==> config.mk <==
export PLATFORM = sky130hd
export DESIGN_NAME = sorted_unique_list
export DESIGN_NICKNAME = d
export VERILOG_FILES = /design/src/sv/sul_pkg.sv /design/src/sv/sul_ram.sv /design/src/sv/sorted_unique_list.sv
export SDC_FILE = /design/constraint.sdc
export NUM_CORES = 1
export LEC_CHECK = 0
export BUFFER_PORTS_ARGS = -buffer_cell sky130_fd_sc_hd__buf_4
export CORE_ASPECT_RATIO = 0.6
export CORE_MARGIN = 5
export CORE_UTILIZATION = 35
export CTS_BUF_LIST = sky130_fd_sc_hd__clkbuf_16
export CTS_CLUSTER_DIAMETER = 40
export DETAILED_ROUTE_END_ITERATION = 7
export PLACE_DENSITY = 0.5
export SKIP_CTS_REPAIR_TIMING = 1
export SYNTH_ARGS = -nofsm -noshare
export SYNTH_HDL_FRONTEND = slang
export SYNTH_SLANG_ARGS = --single-unit
==> constraint.sdc <==
create_clock -name clk -period 6.82 [get_ports clk]
set_input_delay 0.341 -clock clk [delete_from_list [all_inputs] [get_ports clk]]
set_output_delay 0.341 -clock clk [all_outputs]
set_load 0.02 [all_outputs]
==> src/sv/sul_pkg.sv <==
// sul_pkg: command and status codes and the word types of the sorted list
// no dependencies
package sul_pkg;

  localparam logic [1:0] CMD_INSERT = 2'd0;
  localparam logic [1:0] CMD_SEARCH = 2'd1;
  localparam logic [1:0] CMD_REMOVE = 2'd2;
  localparam logic [1:0] CMD_UNUSED = 2'd3;

  localparam logic [2:0] ST_OK      = 3'd0;
  localparam logic [2:0] ST_FULL    = 3'd1;
  localparam logic [2:0] ST_DUP     = 3'd2;
  localparam logic [2:0] ST_EMPTY   = 3'd3;
  localparam logic [2:0] ST_MISSING = 3'd4;

  typedef struct packed {
    logic [1:0]         cmd;
    logic signed [31:0] value;
  } in_word_t;

  typedef struct packed {
    logic [2:0] status;
    logic [2:0] position;
    logic [3:0] entry_count;
  } out_word_t;

endpackage

==> src/sv/sul_ram.sv <==
// sul_ram: generic single-clock ram, one write port, one read port, registered read
// no dependencies
module sul_ram #(
  parameter int WIDTH = 32,
  parameter int DEPTH = 8,
  localparam int AW = (DEPTH > 1) ? $clog2(DEPTH) : 1
) (
  input  logic             clk,
  input  logic             wr_en,
  input  logic [AW-1:0]    wr_addr,
  input  logic [WIDTH-1:0] wr_data,
  input  logic             rd_en,
  input  logic [AW-1:0]    rd_addr,
  output logic [WIDTH-1:0] rd_data
);

  logic [WIDTH-1:0] mem [DEPTH];
  logic [WIDTH-1:0] rd_data_r;

  always_ff @(posedge clk) begin
    if (wr_en) begin
      mem[wr_addr] <= wr_data;
    end
    if (rd_en) begin
      rd_data_r <= mem[rd_addr];
    end
  end

  assign rd_data = rd_data_r;

endmodule

==> src/sv/sorted_unique_list.sv <==
// sorted_unique_list: ascending list of distinct signed values kept in one ram
// depends on sul_pkg and sul_ram
//
// A command is taken when start is high and busy is low; busy stays high until
// the command is done, and its one result word appears on out_word for exactly
// one cycle with out_valid, with no way for the receiver to hold it off.
// Entries live in a one-read one-write ram; every step of the scan and of the
// shift costs one ram read (one scan read per entry up to the hit, one move
// per entry above it). Full, empty and unused-code commands answer straight
// from idle without a ram read. No clearing pass is needed.
module sorted_unique_list #(
  parameter int DEPTH = 8
) (
  input  logic              clk,
  input  logic              rst_n,
  input  logic              start,
  output logic              busy,
  input  sul_pkg::in_word_t in_word,
  output logic              out_valid,
  output sul_pkg::out_word_t out_word
);
  import sul_pkg::*;

  localparam int AW = (DEPTH > 1) ? $clog2(DEPTH) : 1;
  localparam int CW = $clog2(DEPTH + 1);

  localparam logic [2:0] S_IDLE  = 3'd0;
  localparam logic [2:0] S_SCAN  = 3'd1;
  localparam logic [2:0] S_SHUP  = 3'd2;
  localparam logic [2:0] S_WRITE = 3'd3;
  localparam logic [2:0] S_SHDN  = 3'd4;

  logic [2:0]    state_r, state_nxt;
  logic [CW-1:0] count_r, count_nxt;
  logic [AW-1:0] ptr_r, ptr_nxt;
  logic [AW-1:0] pos_r, pos_nxt;
  in_word_t      req_r, req_nxt;
  logic          out_valid_r, out_valid_nxt;
  out_word_t     out_word_r, out_word_nxt;

  logic          wr_en;
  logic [AW-1:0] wr_addr;
  logic [31:0]   wr_data;
  logic          rd_en;
  logic [AW-1:0] rd_addr;
  logic [31:0]   rd_data;

  logic          hit_eq, hit_gt;
  logic          ptr_last;
  logic [AW-1:0] count_top;

  sul_ram #(.WIDTH(32), .DEPTH(DEPTH)) u_ram (
    .clk     (clk),
    .wr_en   (wr_en),
    .wr_addr (wr_addr),
    .wr_data (wr_data),
    .rd_en   (rd_en),
    .rd_addr (rd_addr),
    .rd_data (rd_data)
  );

  assign hit_eq    = ($signed(rd_data) == $signed(req_r.value));
  assign hit_gt    = ($signed(rd_data) > $signed(req_r.value));
  assign ptr_last  = ((CW'(ptr_r) + CW'(1)) == count_r);
  assign count_top = AW'(count_r - CW'(1));

  always_comb begin
    state_nxt     = state_r;
    count_nxt     = count_r;
    ptr_nxt       = ptr_r;
    pos_nxt       = pos_r;
    req_nxt       = req_r;
    out_valid_nxt = 1'b0;
    out_word_nxt  = out_word_r;
    wr_en         = 1'b0;
    wr_addr       = ptr_r;
    wr_data       = rd_data;
    rd_en         = 1'b0;
    rd_addr       = ptr_r;

    case (state_r)
      S_IDLE: begin
        if (start) begin
          req_nxt = in_word;
          pos_nxt = '0;
          case (in_word.cmd)
            CMD_INSERT: begin
              if (count_r >= CW'(DEPTH)) begin
                out_valid_nxt         = 1'b1;
                out_word_nxt.status   = ST_FULL;
                out_word_nxt.position = '0;
              end else if (count_r == '0) begin
                state_nxt = S_WRITE;
              end else begin
                rd_en     = 1'b1;
                rd_addr   = '0;
                ptr_nxt   = '0;
                state_nxt = S_SCAN;
              end
            end
            CMD_SEARCH, CMD_REMOVE: begin
              if (count_r == '0) begin
                out_valid_nxt         = 1'b1;
                out_word_nxt.status   = ST_EMPTY;
                out_word_nxt.position = '0;
              end else begin
                rd_en     = 1'b1;
                rd_addr   = '0;
                ptr_nxt   = '0;
                state_nxt = S_SCAN;
              end
            end
            default: begin
              out_valid_nxt         = 1'b1;
              out_word_nxt.status   = ST_MISSING;
              out_word_nxt.position = '0;
            end
          endcase
        end
      end

      S_SCAN: begin
        if (hit_eq) begin
          if (req_r.cmd == CMD_INSERT) begin
            out_valid_nxt         = 1'b1;
            out_word_nxt.status   = ST_DUP;
            out_word_nxt.position = '0;
            state_nxt             = S_IDLE;
          end else if (req_r.cmd == CMD_REMOVE && !ptr_last) begin
            pos_nxt   = ptr_r;
            rd_en     = 1'b1;
            rd_addr   = ptr_r + AW'(1);
            ptr_nxt   = ptr_r + AW'(1);
            state_nxt = S_SHDN;
          end else begin
            if (req_r.cmd == CMD_REMOVE) begin
              count_nxt = count_r - CW'(1);
            end
            out_valid_nxt         = 1'b1;
            out_word_nxt.status   = ST_OK;
            out_word_nxt.position = 3'(ptr_r);
            state_nxt             = S_IDLE;
          end
        end else if (hit_gt) begin
          if (req_r.cmd == CMD_INSERT) begin
            pos_nxt   = ptr_r;
            rd_en     = 1'b1;
            rd_addr   = count_top;
            ptr_nxt   = count_top;
            state_nxt = S_SHUP;
          end else begin
            out_valid_nxt         = 1'b1;
            out_word_nxt.status   = ST_MISSING;
            out_word_nxt.position = '0;
            state_nxt             = S_IDLE;
          end
        end else if (ptr_last) begin
          if (req_r.cmd == CMD_INSERT) begin
            pos_nxt   = AW'(count_r);
            state_nxt = S_WRITE;
          end else begin
            out_valid_nxt         = 1'b1;
            out_word_nxt.status   = ST_MISSING;
            out_word_nxt.position = '0;
            state_nxt             = S_IDLE;
          end
        end else begin
          rd_en   = 1'b1;
          rd_addr = ptr_r + AW'(1);
          ptr_nxt = ptr_r + AW'(1);
        end
      end

      S_SHUP: begin
        wr_en   = 1'b1;
        wr_addr = ptr_r + AW'(1);
        wr_data = rd_data;
        if (ptr_r == pos_r) begin
          state_nxt = S_WRITE;
        end else begin
          rd_en   = 1'b1;
          rd_addr = ptr_r - AW'(1);
          ptr_nxt = ptr_r - AW'(1);
        end
      end

      S_WRITE: begin
        wr_en                 = 1'b1;
        wr_addr               = pos_r;
        wr_data               = req_r.value;
        count_nxt             = count_r + CW'(1);
        out_valid_nxt         = 1'b1;
        out_word_nxt.status   = ST_OK;
        out_word_nxt.position = 3'(pos_r);
        state_nxt             = S_IDLE;
      end

      S_SHDN: begin
        wr_en   = 1'b1;
        wr_addr = ptr_r - AW'(1);
        wr_data = rd_data;
        if (ptr_last) begin
          count_nxt             = count_r - CW'(1);
          out_valid_nxt         = 1'b1;
          out_word_nxt.status   = ST_OK;
          out_word_nxt.position = 3'(pos_r);
          state_nxt             = S_IDLE;
        end else begin
          rd_en   = 1'b1;
          rd_addr = ptr_r + AW'(1);
          ptr_nxt = ptr_r + AW'(1);
        end
      end

      default: begin
        state_nxt = S_IDLE;
      end
    endcase

    out_word_nxt.entry_count = 4'(count_nxt);
  end

  always_ff @(posedge clk) begin
    if (!rst_n) begin
      state_r     <= S_IDLE;
      count_r     <= '0;
      out_valid_r <= 1'b0;
    end else begin
      state_r     <= state_nxt;
      count_r     <= count_nxt;
      out_valid_r <= out_valid_nxt;
    end
    ptr_r      <= ptr_nxt;
    pos_r      <= pos_nxt;
    req_r      <= req_nxt;
    out_word_r <= out_word_nxt;
  end

  assign busy      = (state_r != S_IDLE);
  assign out_valid = out_valid_r;
  assign out_word  = out_word_r;

  a_count_bound: assert property (@(posedge clk) disable iff (!rst_n)
    count_r <= CW'(DEPTH))
    else $error("entry count above depth");

  a_wr_in_range: assert property (@(posedge clk) disable iff (!rst_n)
    wr_en |-> (CW'(wr_addr) < CW'(DEPTH)))
    else $error("ram write outside the list");

  a_pos_zero: assert property (@(posedge clk) disable iff (!rst_n)
    (out_valid_r && out_word_r.status != ST_OK) |-> (out_word_r.position == '0))
    else $error("position not zero on a failed command");

  a_count_with_result: assert property (@(posedge clk) disable iff (!rst_n)
    (count_r != $past(count_r)) |-> out_valid_r)
    else $error("entry count changed without a result word");

endmodule

==> results.txt <==
- The worst hold path terminates at count_r[0].
- R2R depth: 13
* Sum of negative setup slack: 0 ns
- Excluding fillers, the count of instances in the completed layout stands at 1739.
- Total iterations of the first detailed-routing run: 5
- The worst hold path begins at rst_n.
- Via count: 8634
- The share of synthesized area in the top cell type comes to 64.3%.
- Measured along the y axis, the die boundary spans 173 um.
* Cell-by-cell listing of the critical path: inv_1 > ha_1 > xnor2_2 > nand4_1 > o22a_2 > or2_1 > a211oi_1 > or3_1 > a22oi_2 > buf_12 > mux2i_1 > mux2i_1 > mux2_2
- Shortest period the worst path allows: 4.73 ns
* Count of endpoints failing hold in the final timing report: 0
* Share of synthesized area occupied by flip-flops and latches: 66.3%
- Slew at the pin with the worst max-slew slack: 0.971 ns
- Register-to-register setup slack: 2.09 ns
* Number of buffers created by CTS: 41
- Post-synthesis cell area: 15400 sq um
- Along the worst hold path, the cell count comes to 2.
- Before CTS, the worst setup slack after placement is 2.11 ns.
* Clock skew after layout: 0.0217 ns
- Static Leak: 6.23 nW
* Drc violations: 0
- Share of the clock period used by the worst path after layout: 69.4%
- For the worst-skew pair, the clock arrives at the later sink with an insertion delay of 0.54 ns.
- Clock tree from TritonCTS: built
* Final-stage net count: 1206
* Outcome: finished, final reports clean
* Setup Viol. Count Final: 0
- In this run the horizontal extent of the chip is 281 um.
- Based on the critical path, the design can be clocked at up to 211 MHz.
* Net count of the mapped netlist: 1112
- Detailed-route wire length per cell: 20.3 um
* Critical path required time: 7.11 ns
- Setup repair after global routing missed its margin: false
* Initial core utilization: 35.5%
- The critical path is of the reg -> reg type.
- Clock-pin slew was measured on the worst setup and hold paths at 0.06 ns.
- Compared with the post-synthesis result, the final layout area differs by 16.8%.
* Last weighted congestion value of the routability-driven placer: 0.917
- Across the whole layout, storage elements account for 10200 sq um.
- After filler insertion, the fill cell instance count of the layout stands at 3919.
* Master cell of the clock root buffer: clkbuf_16
* Final count of pins violating max slew: 0
- Counting every sink on the clock net gives 346.
* Number of buffer and inverter instances along the worst setup path: 2
- Headroom to the max-slew limit came out at 35.0%.
* Worst reg2reg path startpoint: ptr_r[0]
- Power density of the placed cells: 482 nW/um^2
- Of all nets on the critical path, the largest fanout is 129.
* Worst-case clock buffer depth: 3
- Count of flip-flops with a built-in enable after synthesis: 331
* Setup crit start kind: register
* Distinct cells, synth: 66
- Once detail routing completed, the nets flagged for antenna violations numbered 0.
- Total of max-cap violations: 0
- The H-tree was split into 2 levels.
- IR analysis of the VDD net gives a maximum drop of 0.490 mV.
- Min-delay worst type: in -> reg
- Dpl hpwl: 20400 um
- Pin count of the biggest net entering global routing: 130
* Number of antenna violations at the first check in global routing: 0
- Synthesis warning total: 0
- The library cell used most frequently in the layout, excluding fill and tap cells, is edfxtp_1.
* Area of the placeable core: 43500 sq um
- Post-synth top flop: edfxtp_1
- Number of violations reported at the end of detailed-routing iteration 0: 691
* Worst setup EP type: register
* Per-instance average area after synthesis: 14.9 sq um
* Dominant cell type by count on the critical path: mux2i_1
- Syn Inst Count: 1037
* Number of placed instances, taps included: 1633
- Commonest cells after routing, fill and taps aside: edfxtp_1 (331), mux2i_1 (196), nand2_1 (68)
- The via count of the first global-routing pass is 8505.
* Slowest stage delay, CP: 0.72 ns
- The placed instances occupy a cell area of 16400 sq um.
- Die area: 48600 sq um
- Of the cells placed in the final design, the portion with a size suffix greater than 1 is 15.6%.
- Dividing the detail-routed via count by the number of cells gives 4.96.
* Total non-filler cell area in the finished layout: 18000 sq um
- In this run the core area contains 59 standard-cell rows.
- Overall global routing resource usage: 14.3%
- Final critical-path setup slack: 2.09 ns
- Library cell occupying the most area in the post-synthesis netlist: edfxtp_1
- The first global-routing pass estimated 53700 um of wire.
- Share of async-settable or async-resettable flops after synthesis: 0%
- The slowest stage of the critical path is the buf_12 cell.
- Diodes inserted: 0
* Overall routed net length: 35300 um
* Remaining global-route overflow: 0
- Crit path max-delay family: buffers and inverters
- Number of port buffers: 48
- Synth Register Bits: 346
- For the worst setup path, the data arrival time is 5.02 ns.
- The multi-input combinational cells in the finished layout cover a total of 4770 sq um.
- Ranking of synthesized cells by area: edfxtp_1 (64%), mux2i_1 (13%), ha_1 (3.1%)
- Number of top-level design ports: 49
- R2R Path End: u_ram.rd_data[17]
where the power goes:
part | switching, mW | internal [mW]
Combinational | 2.01 | 1.34
Sequential | 0.194 | 3.09
Clock | 0.869 | 1.20
worst max-delay path by stage:
stage | depth (start not counted) | slack, ns | end | startpoint
floorplan | 5 | 2.72 | u_ram.rd_data[0] | state_r[0]
global placement | 12 | 2.19 | u_ram.rd_data[17] | u_ram.rd_data[14]
detailed placement | 13 | 2.11 | u_ram.rd_data[26] | ptr_r[0]
CTS | 13 | 2.10 | u_ram.rd_data[26] | ptr_r[0]
global route | 13 | 1.79 | u_ram.rd_data[0] | ptr_r[0]
finish | 13 | 2.09 | u_ram.rd_data[17] | ptr_r[0]
metrics by stage:
stage          utilization [%]  total power [mW]  hold WS, ns
6_report                  41.5              8.71       0.0919
5_1_grt                   41.5              9.23       0.0843
4_1_cts                   40.7              8.80      -0.0624
3_5_place_dp              37.8              6.69        0.520
3_3_place_gp              37.8              6.67        0.519
2_1_floorplan                -              5.83        0.440
registers in the layout, summed over array words and instances (netlist names), 3 cells and up:
signal and flops:
out_word 10, u_ram.rd_data 32, req_r 34, count_r 4, state_r 3, pos_r 3, ptr_r 3, u_ram.mem 256
synth_stat cells (8+ instances only):
cell        n
dfxtp_1    15
nor2b_1     9
mux2i_1   196
ha_1       38
nand4_1     9
nor2_1     34
o21ai_0    51
edfxtp_1  331
nor3_1      8
buf_6      19
a21oi_1    23
xnor2_1     9
mux2_2     33
nand2_1    69
inv_1      48
buf_2      10
clkbuf_1   13
nand3_1     9
metal layers:
metal / up-vias / GRT usage (%) / wire, um
met5: - / 0 / 0
met4: 0 / 3.04 / 654
met3: 54 / 3.46 / 1880
met2: 185 / 20.5 / 15000
met1: 4248 / 22.1 / 17800
li1: 4147 / - / -
cells by family after synthesis:
group | share of synthesized area [%]
buffers and inverters | 3.36
and+or+nand+nor | 5.45
muxes | 15.1
DFF | 66.3
adders and majority gates | 3.14
xor gates and xnor gates | 0.672
AOI/OAI and AO/OA | 5.99
cell type report:
cell class	instances	share of cell area (%)
sequential	346	56.7
clock inverter	30	1.31
inverter	48	0.998
clock buffer	42	5.82
multi-input combinational	596	26.4
tap	579	4.01
timing repair buffer	98	4.69
(Power assumes the default switching activity.)
